File: config.mk
export PLATFORM = sky130hd
export DESIGN_NAME = rpc_portmap_getport_tracker_top
export DESIGN_NICKNAME = d
export VERILOG_FILES = /design/src/rtl/rpgt_pkg.sv /design/src/rtl/rpgt_front.sv /design/src/rtl/rpgt_queue.sv /design/src/rtl/rpgt_back.sv /design/src/rtl/rpc_portmap_getport_tracker_top.sv
export SDC_FILE = /design/constraint.sdc
export NUM_CORES = 2
export LEC_CHECK = 0
export ABC_CLOCK_PERIOD_IN_PS = 7500
export BUFFER_PORTS_ARGS = -buffer_cell sky130_fd_sc_hd__buf_4
export CAP_MARGIN = 40
export CORE_MARGIN = 5
export CORE_UTILIZATION = 55
export DETAILED_ROUTE_END_ITERATION = 8
export PLACE_DENSITY = 0.82
export SYNTH_ARGS = -nofsm -noshare
export SYNTH_HDL_FRONTEND = slang
export SYNTH_SLANG_ARGS = --single-unit
File: constraint.sdc
create_clock -name clk -period 7.5 [get_ports clk]
set_clock_uncertainty 0.15 [all_clocks]
set_input_delay 0.75 -clock clk [delete_from_list [all_inputs] [get_ports clk]]
set_output_delay 0.75 -clock clk [all_outputs]
set_load 0.01 [all_outputs]
File: src/rtl/rpgt_pkg.sv
// Package for the portmap GETPORT tracker: parse phases, status codes,
// register indexes and the front-to-back record. No dependencies.
package rpgt_pkg;

	localparam int unsigned SessionsDefault = 16;
	localparam int unsigned MaxWordsDefault = 64;
	localparam int unsigned SlotsDefault    = 6;
	localparam int unsigned NumSlotRegs     = 6;
	localparam int unsigned MinWords        = 7;
	localparam int unsigned QueueDepth      = 4;

	localparam logic [31:0] RpcVers     = 32'd2;
	localparam logic [31:0] PmapProgram = 32'd100000;
	localparam logic [31:0] ProcGetport = 32'd3;
	localparam logic [31:0] PortLimit   = 32'd65535;

	localparam logic [31:0] SlotReset [NumSlotRegs] = '{
		32'd100000, 32'd100003, 32'd100005, 32'd100021, 32'd100227, 32'd0
	};

	localparam logic [2:0] RegSlot0 = 3'd0;

	typedef enum logic [10:0] {
		PH_IDLE   = 11'b00000000001,
		PH_HEAD   = 11'b00000000010,
		PH_CFIX   = 11'b00000000100,
		PH_CSKIP1 = 11'b00000001000,
		PH_CVLEN  = 11'b00000010000,
		PH_CSKIP2 = 11'b00000100000,
		PH_RFIX   = 11'b00001000000,
		PH_RSKIP  = 11'b00010000000,
		PH_RPORT  = 11'b00100000000,
		PH_DONE   = 11'b01000000000,
		PH_STOP   = 11'b10000000000
	} phase_t;

	typedef enum logic [2:0] {
		ST_SHORT    = 3'd0,
		ST_STORED   = 3'd1,
		ST_REJECTED = 3'd2,
		ST_PORT     = 3'd3,
		ST_NO_PORT  = 3'd4,
		ST_ERROR    = 3'd5,
		ST_NO_CALL  = 3'd6,
		ST_BAD_TYPE = 3'd7
	} status_t;

	typedef enum logic [1:0] {
		KIND_CLEAR = 2'd0,
		KIND_SHORT = 2'd1,
		KIND_CALL  = 2'd2,
		KIND_REPLY = 2'd3
	} kind_t;

	// Summary of one finished payload (or a clear request), built by the front.
	typedef struct packed {
		kind_t       kind;
		logic        bad_type;
		logic [3:0]  session;
		logic        call_ok;    // call fully parsed and eligible to store
		logic        parsed;
		logic        accepted;   // accepted and successful
		logic [31:0] xid;
		logic [31:0] value;
	} job_t;

endpackage

File: src/rtl/rpgt_front.sv
// Front end: walks payload words through the RPC header and emits one job
// per finished payload or clear request. Uses rpgt_pkg.
module rpgt_front #(
	parameter int unsigned MAX_WORDS     = rpgt_pkg::MaxWordsDefault,
	parameter int unsigned PROGRAM_SLOTS = rpgt_pkg::SlotsDefault
) (
	input  logic                 clk,
	input  logic                 arst_n,
	input  logic                 in_fire,
	input  logic                 opcode,
	input  logic [3:0]           session,
	input  logic [31:0]          payload_word,
	input  logic                 first_word,
	input  logic                 last_word,
	input  logic                 is_tcp,
	input  logic [31:0]          slots [rpgt_pkg::NumSlotRegs],
	output logic                 job_valid,
	output rpgt_pkg::job_t       job
);
	import rpgt_pkg::*;

	localparam int unsigned IdxW = $clog2(MAX_WORDS + 1);
	localparam int unsigned SkipW = $clog2(MAX_WORDS + 1);

	phase_t            phase_q, ph;
	logic [IdxW-1:0]   idx_q, idx;
	logic [SkipW-1:0]  skip_q, skip;
	logic [31:0]       id_q, id, val_q, val;
	logic              tcp_q, tcp, call_q, call, reply_q, reply, fail_q, fail;
	logic              cond_q, cond, acc_q, acc, succ_q, succ, done_q, done;
	logic [IdxW-1:0]   rel;
	logic              active, prog_ok;
	logic [IdxW:0]     cnt;
	logic              len_bad;
	logic [31:0]       w;

	assign w = payload_word;
	// Length field must be word aligned and fit in the counted window.
	assign len_bad = (w[1:0] != 2'b00) || (w > 32'(MAX_WORDS * 4));

	always_comb begin
		prog_ok = 1'b0;
		for (int i = 0; i < PROGRAM_SLOTS; i++)
			if (slots[i] != 32'd0 && slots[i] == val) prog_ok = 1'b1;
	end

	always_comb begin
		ph = phase_q; idx = idx_q; skip = skip_q; id = id_q; val = val_q;
		tcp = tcp_q; call = call_q; reply = reply_q; fail = fail_q;
		cond = cond_q; acc = acc_q; succ = succ_q; done = done_q;
		active = 1'b0;
		rel = '0;
		if (in_fire && !opcode) begin
			if (first_word) begin
				ph = PH_HEAD; idx = '0; skip = '0; id = '0; val = '0;
				tcp = is_tcp; call = 1'b0; reply = 1'b0; fail = 1'b0;
				cond = 1'b1; acc = 1'b0; succ = 1'b0; done = 1'b0;
			end
			active = first_word || (phase_q != PH_IDLE);
			if (active && idx < IdxW'(MAX_WORDS)) begin
				if (!(tcp && idx == '0)) begin
					rel = idx - IdxW'(tcp);
					unique case (ph)
						PH_HEAD: begin
							if (rel == '0) id = w;
							else if (w == 32'd0) begin call = 1'b1; ph = PH_CFIX; end
							else if (w == 32'd1) begin reply = 1'b1; ph = PH_RFIX; end
							else ph = PH_STOP;
						end
						PH_CFIX: begin
							if (rel == IdxW'(2) && w != RpcVers) cond = 1'b0;
							if (rel == IdxW'(3) && w != PmapProgram) cond = 1'b0;
							if (rel == IdxW'(5) && w != ProcGetport) cond = 1'b0;
							if (rel == IdxW'(7)) begin
								if (len_bad) begin fail = 1'b1; ph = PH_STOP; end
								else begin skip = SkipW'(w >> 2); ph = PH_CSKIP1; end
							end
						end
						PH_CSKIP1: begin
							if (skip != '0) skip = skip - 1'b1;
							else ph = PH_CVLEN;
						end
						PH_CVLEN: begin
							if (len_bad) begin fail = 1'b1; ph = PH_STOP; end
							else begin skip = SkipW'(w >> 2); ph = PH_CSKIP2; end
						end
						PH_CSKIP2: begin
							if (skip != '0) skip = skip - 1'b1;
							else begin val = w; done = 1'b1; ph = PH_DONE; end
						end
						PH_RFIX: begin
							if (rel == IdxW'(2) && w == 32'd0) acc = 1'b1;
							if (rel == IdxW'(4)) begin
								if (len_bad) begin fail = 1'b1; ph = PH_STOP; end
								else begin skip = SkipW'(w >> 2); ph = PH_RSKIP; end
							end
						end
						PH_RSKIP: begin
							if (skip != '0) skip = skip - 1'b1;
							else begin
								if (w == 32'd0) succ = 1'b1;
								ph = PH_RPORT;
							end
						end
						PH_RPORT: begin val = w; done = 1'b1; ph = PH_DONE; end
						default: ;
					endcase
				end
				idx = idx + 1'b1;
			end
			if (active && last_word) ph = PH_IDLE;
		end
	end

	always_ff @(posedge clk or negedge arst_n) begin
		if (!arst_n) begin
			phase_q <= PH_IDLE; idx_q <= '0; skip_q <= '0; id_q <= '0; val_q <= '0;
			tcp_q <= 1'b0; call_q <= 1'b0; reply_q <= 1'b0; fail_q <= 1'b0;
			cond_q <= 1'b0; acc_q <= 1'b0; succ_q <= 1'b0; done_q <= 1'b0;
		end else begin
			phase_q <= ph; idx_q <= idx; skip_q <= skip; id_q <= id; val_q <= val;
			tcp_q <= tcp; call_q <= call; reply_q <= reply; fail_q <= fail;
			cond_q <= cond; acc_q <= acc; succ_q <= succ; done_q <= done;
		end
	end

	// Job formed combinationally; the queue registers it.
	assign cnt = {1'b0, idx};
	always_comb begin
		job_valid = in_fire && (opcode || (active && last_word));
		job.session  = session;
		job.xid      = id;
		job.value    = val;
		job.parsed   = done && !fail;
		job.accepted = acc && succ;
		job.call_ok  = done && !fail && cond && id != 32'd0 && prog_ok;
		job.bad_type = !call && !reply;
		if (opcode) job.kind = KIND_CLEAR;
		else if (cnt < (IdxW + 1)'(MinWords)) job.kind = KIND_SHORT;
		else if (call) job.kind = KIND_CALL;
		else job.kind = KIND_REPLY;
	end
endmodule

File: src/rtl/rpgt_queue.sv
// Short FIFO of jobs between the front and the back end. Uses rpgt_pkg.
module rpgt_queue (
	input  logic           clk,
	input  logic           arst_n,
	input  logic           push,
	input  rpgt_pkg::job_t push_job,
	output logic           full,
	input  logic           pop,
	output logic           empty,
	output rpgt_pkg::job_t head
);
	import rpgt_pkg::*;

	localparam int unsigned PtrW = $clog2(QueueDepth);

	job_t            mem_q [QueueDepth];
	logic [PtrW-1:0] wr_q, rd_q;
	logic [PtrW:0]   cnt_q;

	assign full  = cnt_q == (PtrW + 1)'(QueueDepth);
	assign empty = cnt_q == '0;
	assign head  = mem_q[rd_q];

	always_ff @(posedge clk) begin
		if (push) mem_q[wr_q] <= push_job;
	end

	always_ff @(posedge clk or negedge arst_n) begin
		if (!arst_n) begin
			wr_q <= '0; rd_q <= '0; cnt_q <= '0;
		end else begin
			if (push) wr_q <= wr_q + 1'b1;
			if (pop) rd_q <= rd_q + 1'b1;
			cnt_q <= cnt_q + (PtrW + 1)'(push) - (PtrW + 1)'(pop);
		end
	end
endmodule

File: src/rtl/rpgt_back.sv
// Back end: applies jobs to the per-session call store and registers the
// result item. Uses rpgt_pkg.
module rpgt_back #(
	parameter int unsigned SESSIONS = rpgt_pkg::SessionsDefault
) (
	input  logic           clk,
	input  logic           arst_n,
	input  logic           job_valid,
	input  rpgt_pkg::job_t job,
	output logic           job_ready,
	output logic           res_valid,
	input  logic           res_ready,
	output logic [3:0]     res_session,
	output logic [2:0]     res_status,
	output logic [15:0]    res_port,
	output logic           res_stop
);
	import rpgt_pkg::*;

	localparam int unsigned SesW = (SESSIONS > 1) ? $clog2(SESSIONS) : 1;

	// Store slot for each of the sixteen session codes, folded at elaboration.
	function automatic logic [16*SesW-1:0] sess_map();
		logic [16*SesW-1:0] m;
		m = '0;
		for (int i = 0; i < 16; i++) m[i*SesW +: SesW] = SesW'(i % SESSIONS);
		return m;
	endfunction

	localparam logic [16*SesW-1:0] SessMap = sess_map();

	logic [31:0]       id_mem_q [SESSIONS];
	logic [SESSIONS-1:0] valid_q;
	logic [SesW-1:0]   s;
	logic              take, emit, set_v, clr_v;
	status_t           st;
	logic [15:0]       port;
	logic              stop;
	logic [31:0]       sid;

	assign s = SessMap[SesW*32'(job.session) +: SesW];
	assign sid = id_mem_q[s];
	assign job_ready = !res_valid || res_ready;
	assign take = job_valid && job_ready;

	always_comb begin
		st = ST_SHORT; port = '0; stop = 1'b0; set_v = 1'b0; clr_v = 1'b0;
		emit = 1'b1;
		case (job.kind)
			KIND_CLEAR: begin emit = 1'b0; clr_v = 1'b1; end
			KIND_SHORT: st = ST_SHORT;
			KIND_CALL: begin
				if (job.call_ok) begin set_v = 1'b1; st = ST_STORED; end
				else begin clr_v = 1'b1; st = ST_REJECTED; end
			end
			default: begin
				if (job.bad_type) st = ST_BAD_TYPE;
				else if (!valid_q[s]) st = ST_NO_CALL;
				else begin
					clr_v = 1'b1;
					if (!job.parsed || sid != job.xid) st = ST_ERROR;
					else if (!job.accepted) st = ST_NO_PORT;
					else if (job.value == 32'd0) begin st = ST_NO_PORT; stop = 1'b1; end
					else if (job.value > PortLimit) st = ST_ERROR;
					else begin st = ST_PORT; port = job.value[15:0]; stop = 1'b1; end
				end
			end
		endcase
	end

	always_ff @(posedge clk) begin
		if (take && set_v) id_mem_q[s] <= job.xid;
		if (take && emit) begin
			res_session <= job.session;
			res_status  <= st;
			res_port    <= port;
			res_stop    <= stop;
		end
	end

	always_ff @(posedge clk or negedge arst_n) begin
		if (!arst_n) begin
			valid_q <= '0;
			res_valid <= 1'b0;
		end else begin
			if (take && set_v) valid_q[s] <= 1'b1;
			if (take && clr_v) valid_q[s] <= 1'b0;
			if (take && emit) res_valid <= 1'b1;
			else if (res_ready) res_valid <= 1'b0;
		end
	end
endmodule

File: src/rtl/rpc_portmap_getport_tracker_top.sv
// Top level of the portmap GETPORT tracker: configuration registers, front
// parser, job queue and back end. Uses rpgt_pkg and the rpgt_* modules.
//
// One payload word is taken per cycle. The front parses each word the cycle it
// arrives and hands a job for each payload's last word or each clear request to a
// four-entry queue; while results are taken, the back end settles one job per cycle
// against the session store and holds the result in an output register. Input
// stalls only when the queue fills because results are not being taken. A result
// passes through the queue entry and the output register after its last word.
module rpc_portmap_getport_tracker_top #(
	parameter int unsigned SESSIONS      = rpgt_pkg::SessionsDefault,
	parameter int unsigned MAX_WORDS     = rpgt_pkg::MaxWordsDefault,
	parameter int unsigned PROGRAM_SLOTS = rpgt_pkg::SlotsDefault
) (
	input  logic        clk,
	input  logic        arst_n,
	input  logic        s_tvalid,
	output logic        s_tready,
	input  logic [39:0] s_tdata,  // opcode, session[3:0], payload_word[31:0], first_word, is_tcp
	input  logic        s_tlast,  // last_word
	output logic        m_tvalid,
	input  logic        m_tready,
	output logic [23:0] m_tdata,  // result_session[3:0], status[2:0], mapped_port[15:0], stop_inspect
	input  logic        cfg_we,
	input  logic [2:0]  cfg_index,
	input  logic [31:0] cfg_data
);
	import rpgt_pkg::*;

	logic [31:0] slots_q [NumSlotRegs];
	logic        in_fire, fjob_valid, q_full, q_empty, b_ready;
	job_t        fjob, qhead;
	logic [3:0]  r_sess;
	logic [2:0]  r_st;
	logic [15:0] r_port;
	logic        r_stop;

	always_ff @(posedge clk or negedge arst_n) begin
		if (!arst_n) begin
			for (int i = 0; i < NumSlotRegs; i++) slots_q[i] <= SlotReset[i];
		end else if (cfg_we) begin
			for (int i = 0; i < NumSlotRegs; i++)
				if (cfg_index == RegSlot0 + 3'(i)) slots_q[i] <= cfg_data;
		end
	end

	assign s_tready = !q_full;
	assign in_fire  = s_tvalid && s_tready;

	rpgt_front #(.MAX_WORDS(MAX_WORDS), .PROGRAM_SLOTS(PROGRAM_SLOTS)) u_front (
		.clk, .arst_n, .in_fire,
		.opcode(s_tdata[0]), .session(s_tdata[4:1]), .payload_word(s_tdata[36:5]),
		.first_word(s_tdata[37]), .last_word(s_tlast), .is_tcp(s_tdata[38]),
		.slots(slots_q), .job_valid(fjob_valid), .job(fjob)
	);

	rpgt_queue u_queue (
		.clk, .arst_n, .push(fjob_valid), .push_job(fjob), .full(q_full),
		.pop(!q_empty && b_ready), .empty(q_empty), .head(qhead)
	);

	rpgt_back #(.SESSIONS(SESSIONS)) u_back (
		.clk, .arst_n, .job_valid(!q_empty), .job(qhead), .job_ready(b_ready),
		.res_valid(m_tvalid), .res_ready(m_tready), .res_session(r_sess),
		.res_status(r_st), .res_port(r_port), .res_stop(r_stop)
	);

	assign m_tdata = {r_stop, r_port, r_st, r_sess};
endmodule

### Word-level counts from Yosys, hierarchy flattened

Memory sizes are Yosys's and may differ from the RTL's.
Cells that the tools add are included.
Widths: inputs -> output; s select.

| cells by class | value |
|---|---|
| add/subtract/negate cells | 7 |
| order comparisons | 6 |
| equal/unequal tests | 33 |
| shifts and indexed selects | 1 |
| muxes and demuxes | 133 |
| bitwise logic cells | 5 |
| reduce and logical (&&, ||, !) cells | 68 |

Operator list:

| kind | count |
|---|---|
| $mux 32 | 11 |
| $reduce_bool 32->1 | 7 |
| $eq 32x32->1 | 6 |
| $mux 11 | 16 |
| $pmux 11 s8 | 1 |
| $mux 7 | 12 |
| $mux 1 | 74 |
| $logic_not 32->1 | 2 |
| $ne 32x2->1 const B | 2 |
| $pmux 32 s2 | 1 |
| $shiftx 64x7->4 const A | 1 |
| $eq 32x1->1 const B | 1 |
| $gt 32x16->1 const B | 1 |
| $gt 32x9->1 const B | 1 |
| $mux 16 | 2 |
| $ne 32x17->1 const B | 1 |
| $ne 32x32->1 | 1 |
| $logic_and 1x1->1 | 28 |
| $pmux 7 s4 | 1 |
| $eq 7x3->1 const B | 3 |
| $mux 3 | 6 |
| $and 16x16->16 | 1 |
| $not 16->16 | 1 |
| $or 16x16->16 | 1 |
| 44 further kinds | 72 |

| storage, ports and cells | value |
|---|---|
| register bits | 337 |
| bits in writable memories | 808 |
| output and inout bits | 26 |
| logic and storage cells | 283 |
| memories | 2 |

Memory list:

| name | words | width | rd ports | clocked after Yosys merged registers in | wr ports | RTL line | text |
|---|---|---|---|---|---|---|---|
| u_back.id_mem_q | 16 | 32 | 1 | 0 | 1 | rpgt_back.sv:32 | `logic [31:0] id_mem_q [SESSIONS];` |
| u_queue.mem_q | 4 | 74 | 1 | 0 | 1 | rpgt_queue.sv:16 | `job_t mem_q [QueueDepth];` |

### Logic depth before layout (Yosys ltp)

| depth | value |
|---|---|
| depth after elaboration | 20 |
| depth in mapped cells | 20 |
| depth with buffers taken out | 14 |

### By module

From an unflattened synthesis, not the netlist that was laid out.

| second synthesis, totals | value |
|---|---|
| cells, all modules | 3,406 |
| area, all modules | 51,269.2 um^2 |

By module, submodules not included:

| module | times used | cells an instance | area an instance (um^2) |
|---|---|---|---|
| rpgt_back | 1 | 1,268 | 22,813.1 |
| rpgt_queue | 1 | 421 | 11,111.9 |
| rpgt_front | 1 | 1,300 | 9,995.8 |
| rpc_portmap_getport_tracker_top | 1 | 417 | 7,348.3 |

### Least setup slack after synthesis

Ideal clock, no wire load.

| timing path | value |
|---|---|
| kind | reg2reg |
| start point | reg u_queue.rd_q[0] |
| end point | mem u_back.id_mem_q[12][0], enable pin |
| library setup time | 423 ps |
| arrival time | 4,619 ps |
| slack | 2,309 ps |
| cell stages (with the launch flop) | 14 |
| buffers on the path | 6 |
| clock period less this slack | 5,191 ps |
| path through | dfrtp_1 buf_6 buf_8 buf_2 buf_2 buf_2 clkbuf_1 mux4_2 inv_1 ha_1 nand2_1 nor2_1 nand3_1 nor2_1 |

| on the way | value |
|---|---|
| longest elaborated chain between the ends | 6 |

RTL lines:

| what | RTL line | text |
|---|---|---|
| start: declaration | rpgt_queue.sv:17 | `logic [PtrW-1:0] wr_q, rd_q;` |
| start signal: assignment | rpgt_queue.sv:33 | `if (pop) rd_q <= rd_q + 1'b1;` |
| $mem_v2 4x74 * | n/a |  |
| branches (longest 5 deep; another with $shiftx 64x7->4) | n/a |  |
| end: declaration | rpgt_back.sv:32 |  |

Every way passes the cells marked *.

### Worst setup path after layout

| timing path | value |
|---|---|
| start point | reg u_queue.rd_q[0] |
| end point | reg u_back.res_status[2], data pin |

| on the way | value |
|---|---|
| longest elaborated chain between the ends | 9 |

RTL lines:

| what | RTL line | text |
|---|---|---|
| $mem_v2 4x74 * | n/a |  |
| $shiftx 64x7->4 / $gt 32x16->1 (equally long branches) | rpgt_back.sv:41, rpgt_back.sv:64 |  |
| $mem_v2 16x32 / $mux 3 (equally long branches) | n/a |  |
| $ne 32x32->1 / $mux 3 (equally long branches) | rpgt_back.sv:61, rpgt_back.sv:63 |  |
| $logic_or 1x1->1 / $mux 3 (equally long branches) | rpgt_back.sv:61, rpgt_back.sv:62 |  |
| $mux 3 | rpgt_back.sv:61 | `if (!job.parsed \|\| sid != job.xid) st = ST_ERROR;` |
| $mux 3 | rpgt_back.sv:58 | `else if (!valid_q[s]) st = ST_NO_CALL;` |
| $mux 3 | rpgt_back.sv:57 | `if (job.bad_type) st = ST_BAD_TYPE;` |
| $pmux 3 s2 * | rpgt_back.sv:49 | `case (job.kind)` |
| via u_back.st[2] | rpgt_back.sv:36 | `status_t st;` |
| end signal: assignment | rpgt_back.sv:75 | `res_status <= st;` |
| end: declaration | rpgt_back.sv:14 | `output logic [2:0] res_status,` |

The timed path passes the listed nets; every way through them passes the cells marked *. The select of a mux whose other input is x is not followed.
A chain may end at the register's enable or synchronous reset.

==> run_results.csv <==
group,metric,value,unit
run_status,outcome,"completed",
synthesis,synth_area,0.0510,sq mm
setup_path,critical_path.cell_chain,"mux2i_1 > mux2_4 > inv_4 > buf_4 > mux2_2 > o22ai_1 > a221oi_1 > xor2_1 > a22o_1 > a2111oi_0 > nand4_1 > nor4_4 > a21boi_0",
setup_path,arrival,6420,ps
sta,fin_crit_sh,81.7,%
setup_path,start_kind,"flip-flop",
sta,period_needed,6130,ps
global_routing,initial_antenna_violation_count,12,
worst_hold_path,hold_path_class,"primary input to asynchronous set/reset pin",
global_routing,gr-usage-all-layers,34.0,%
clock_tree,cts.htree.levels,3,
synthesis,yosys_warnings,0,
sta,timing.max_slew.rel_slack,25.9,%
route,vias,35600,
clock_tree,cts-resized-gates,0,
synthesis,edff_count_synth,832,
floorplanning,std_cell_rows,111,
clock_tree,cts_hold_repair.buffers,0,
setup_path,worstSetupPathType,"flip-flop to flip-flop",
finish,multi_input_area,0.0168,sq mm
sta,slew_violations,0,
clock_tree,clockBufferDepth,3,
synthesis,synthesized_netlist_cell_count,3641,
synthesis,synth-seq-area-share,64.5,%
global_routing,grt_first_pass_wirelength,244000,um
clock_tree,cts-root-buf,"sky130_fd_sc_hd__clkbuf_16",
setup_path,cpPeakStageDelay,830,ps
route,post-route-drc-count,0,
route,routedWlPerCell,33.0,um
finish,non_filler_cell_area_final,0.0575,sq mm
floorplanning,die_h,314,um
global_routing,grt_overflow_total,0,
setup_path,critical_path_required,7780,ps
setup_path,crit_path_max_fanout,35,
power,power_density,386,mW/mm^2
sta,setup_viol,0,
sta,whs,26.1,ps
floorplanning,die_width,314,um
clock_tree,cts_sinks,1145,
sta,final-hold-violation-count,0,
floorplanning,start_util,55.5,%
placed_design,hpwlAfterDp,113000,um
finish,area_delta_synth_final,12.8,%
power,ir_drop,0.237,mV
clock_tree,post-cts-setup-buffers,0,
placed_design,final_weighted_congestion_of_routability_driven_global_placement,1.16,
global_routing,grt_start_max_net_pins,127,
route,antenna_left,0,
route,routed_wl,170000,um
power,p_leak,21.0,nW
route,dr.first_iter.drc_count,5819,
run,reported_max_cap_violation_count,0,
synthesis,postSynth.asyncResetShare,27.3,%
synthesis,yosys.cell_types.count,90,
finish,commonest_non_fill_non_tap_cells_in_the_layout,"832 x sky130_fd_sc_hd__edfxtp_1, 271 x sky130_fd_sc_hd__dfrtp_1, 264 x sky130_fd_sc_hd__mux2i_1",
synthesis,synthesis.area_per_instance,14.0,sq um
route,detail_route.vias_per_cell,6.89,
clock_tree,tritoncts,"done",
clock_tree,clock_latency,730,ps
sta,final_setup_tns,0,ps
sta,unrepaired_setup_endpoints_after_global_routing,"false",
finish,register_area,0.0329,sq mm
finish,layout.core_utilization,62.6,%
global_routing,via_count_of_the_first_global_routing_pass,34800,
clock_tree,clk_transition_reported_paths,60,ps
clock_tree,cts_made_buffers,111,
finish,layout.filler_cells,6515,
setup_path,critical_path_s_slowest_cell,"sky130_fd_sc_hd__nor4_4",
synthesis,syn-num-nets,3739,
placed_design,numPortBuffers,105,
route,detailedRoute.firstPassIterationCount,7,
placed_design,placement.cell_area,0.0537,sq mm
finish,post_layout_nonfiller_instances,5159,
floorplanning,number_of_top_level_pins,107,
finish,layout-drive-gt1-share,19.4,%
placed_design,dp.cells,4936,
floorplanning,core,0.0918,sq mm
finish,layout_commonest_cell,"sky130_fd_sc_hd__edfxtp_1",
synthesis,synth_ff_type,"sky130_fd_sc_hd__edfxtp_1",
sta,worst_max_slew_pin_slew,1100,ps
sta,maxClockFrequency,0.163,GHz
floorplanning,total_die_area,0.0989,sq mm
synthesis,yosys_register_bits,1145,
setup_path,critPathCaptureType,"flip-flop",
setup_path,r2r_slack,1370,ps
finish,final_nets,3904,
per-layer routing:
metal | GRT usage [%] | routed length (um) | up-vias
met5 | 0 | 114 | -
li1 | - | - | 14500
met1 | 44.4 | 60700 | 17500
met3 | 11.0 | 22500 | 701
met4 | 19.3 | 12400 | 12
met2 | 50.5 | 74700 | 2853
through the flow:
step / setup slack (ps) / total power, mW
after floorplan: 2310 / 13.9
after global placement: 1440 / 16.1
after detailed placement: 1440 / 16.3
after CTS: 1700 / 22.0
after global routing: 1160 / 22.9
final: 1370 / 22.2
sequential cells by signal, summed over array words and instances (netlist names), 3 cells and up:
signal	flops
u_back.id_mem_q	512
u_queue.mem_q	296
slots_q	192
u_front.id_q	32
u_front.val_q	32
u_back.res_port	16
u_back.valid_q	16
u_front.phase_q	11
u_front.idx_q	7
u_front.skip_q	7
u_back.res_session	4
u_back.res_status	3
u_queue.cnt_q	3
kinds of logic (layout without fill, tap and decap cells):
group	Yosys count	after routing	share of synthesized area [%]
other cells	0	11	0
mux	517	517	12.4
simple gates	814	814	8.22
flops	1145	1145	64.5
fa+ha+maj	17	17	0.432
buf+inv	316	580	2.85
xor+xnor	162	162	2.78
compound gates	670	670	8.85
final cells by class:
cell class | instances | share of cell area (%)
Clock inverter | 70 | 1.22
Sequential cell | 1145 | 57.2
Clock buffer | 142 | 5.34
Multi-Input combinational cell | 2180 | 29.3
Antenna cell | 11 | 0.0479
Inverter | 136 | 0.893
Timing Repair Buffer | 232 | 3.31
Tap cell | 1243 | 2.71
worst max-delay path, delay by kind of cell (launching register included):
family / cells / cell delay, ps
DFF: 1 / 560
xor gates and xnor gates: 1 / 230
buffers and inverters: 2 / 970
and+or+nand+nor: 2 / 1450
muxes: 3 / 730
AOI/OAI and AO/OA: 5 / 1700
worst paths after layout:
path                                 startpoint                   end  depth (start not counted)
worst min-delay path                     arst_n           slots_q[62]                          1
max in group asynchronous                arst_n       u_queue.rd_q[0]                          2
worst max-delay path            u_queue.rd_q[0]  u_back.res_status[2]                         13
worst min register to register    u_front.tcp_q         u_front.tcp_q                          2
worst max register to register  u_queue.rd_q[0]  u_back.res_status[2]                         13
min in group clk                     s_tdata[4]  u_queue.mem_q[0][70]                          1
report_power, final:
part	internal, mW	switching [mW]	total, mW
combinational	2.73	4.79	7.52
clock	3.20	2.51	5.71
sequential	8.31	0.656	8.96
cells in the mapped netlist (all sizes together) (17+ instances only):
cell	n	area share [%]
buf	84	1.1
a22oi	53	0.78
inv	135	0.99
nor3	50	0.49
xnor2	100	1.7
mux4	73	3.2
clkbuf	96	0.71
and4b	17	0.33
a31oi	24	0.29
nand4	54	0.66
mux2	180	4.0
edfxtp	832	49
o22ai	96	1.2
nand3	48	0.47
dfstp	40	2.1
o21ai	141	1.4
nand2	250	1.9
nor2	140	1.0
nand2b	19	0.24
a21oi	119	1.2
mux2i	264	5.2
and3	18	0.22
nor4	104	1.3
a211oi	19	0.28
xor2	62	1.1
dfrtp	273	13
and2	24	0.29
a221oi	29	0.50
nor2b	23	0.28
Power figures use the tool's default switching activity.
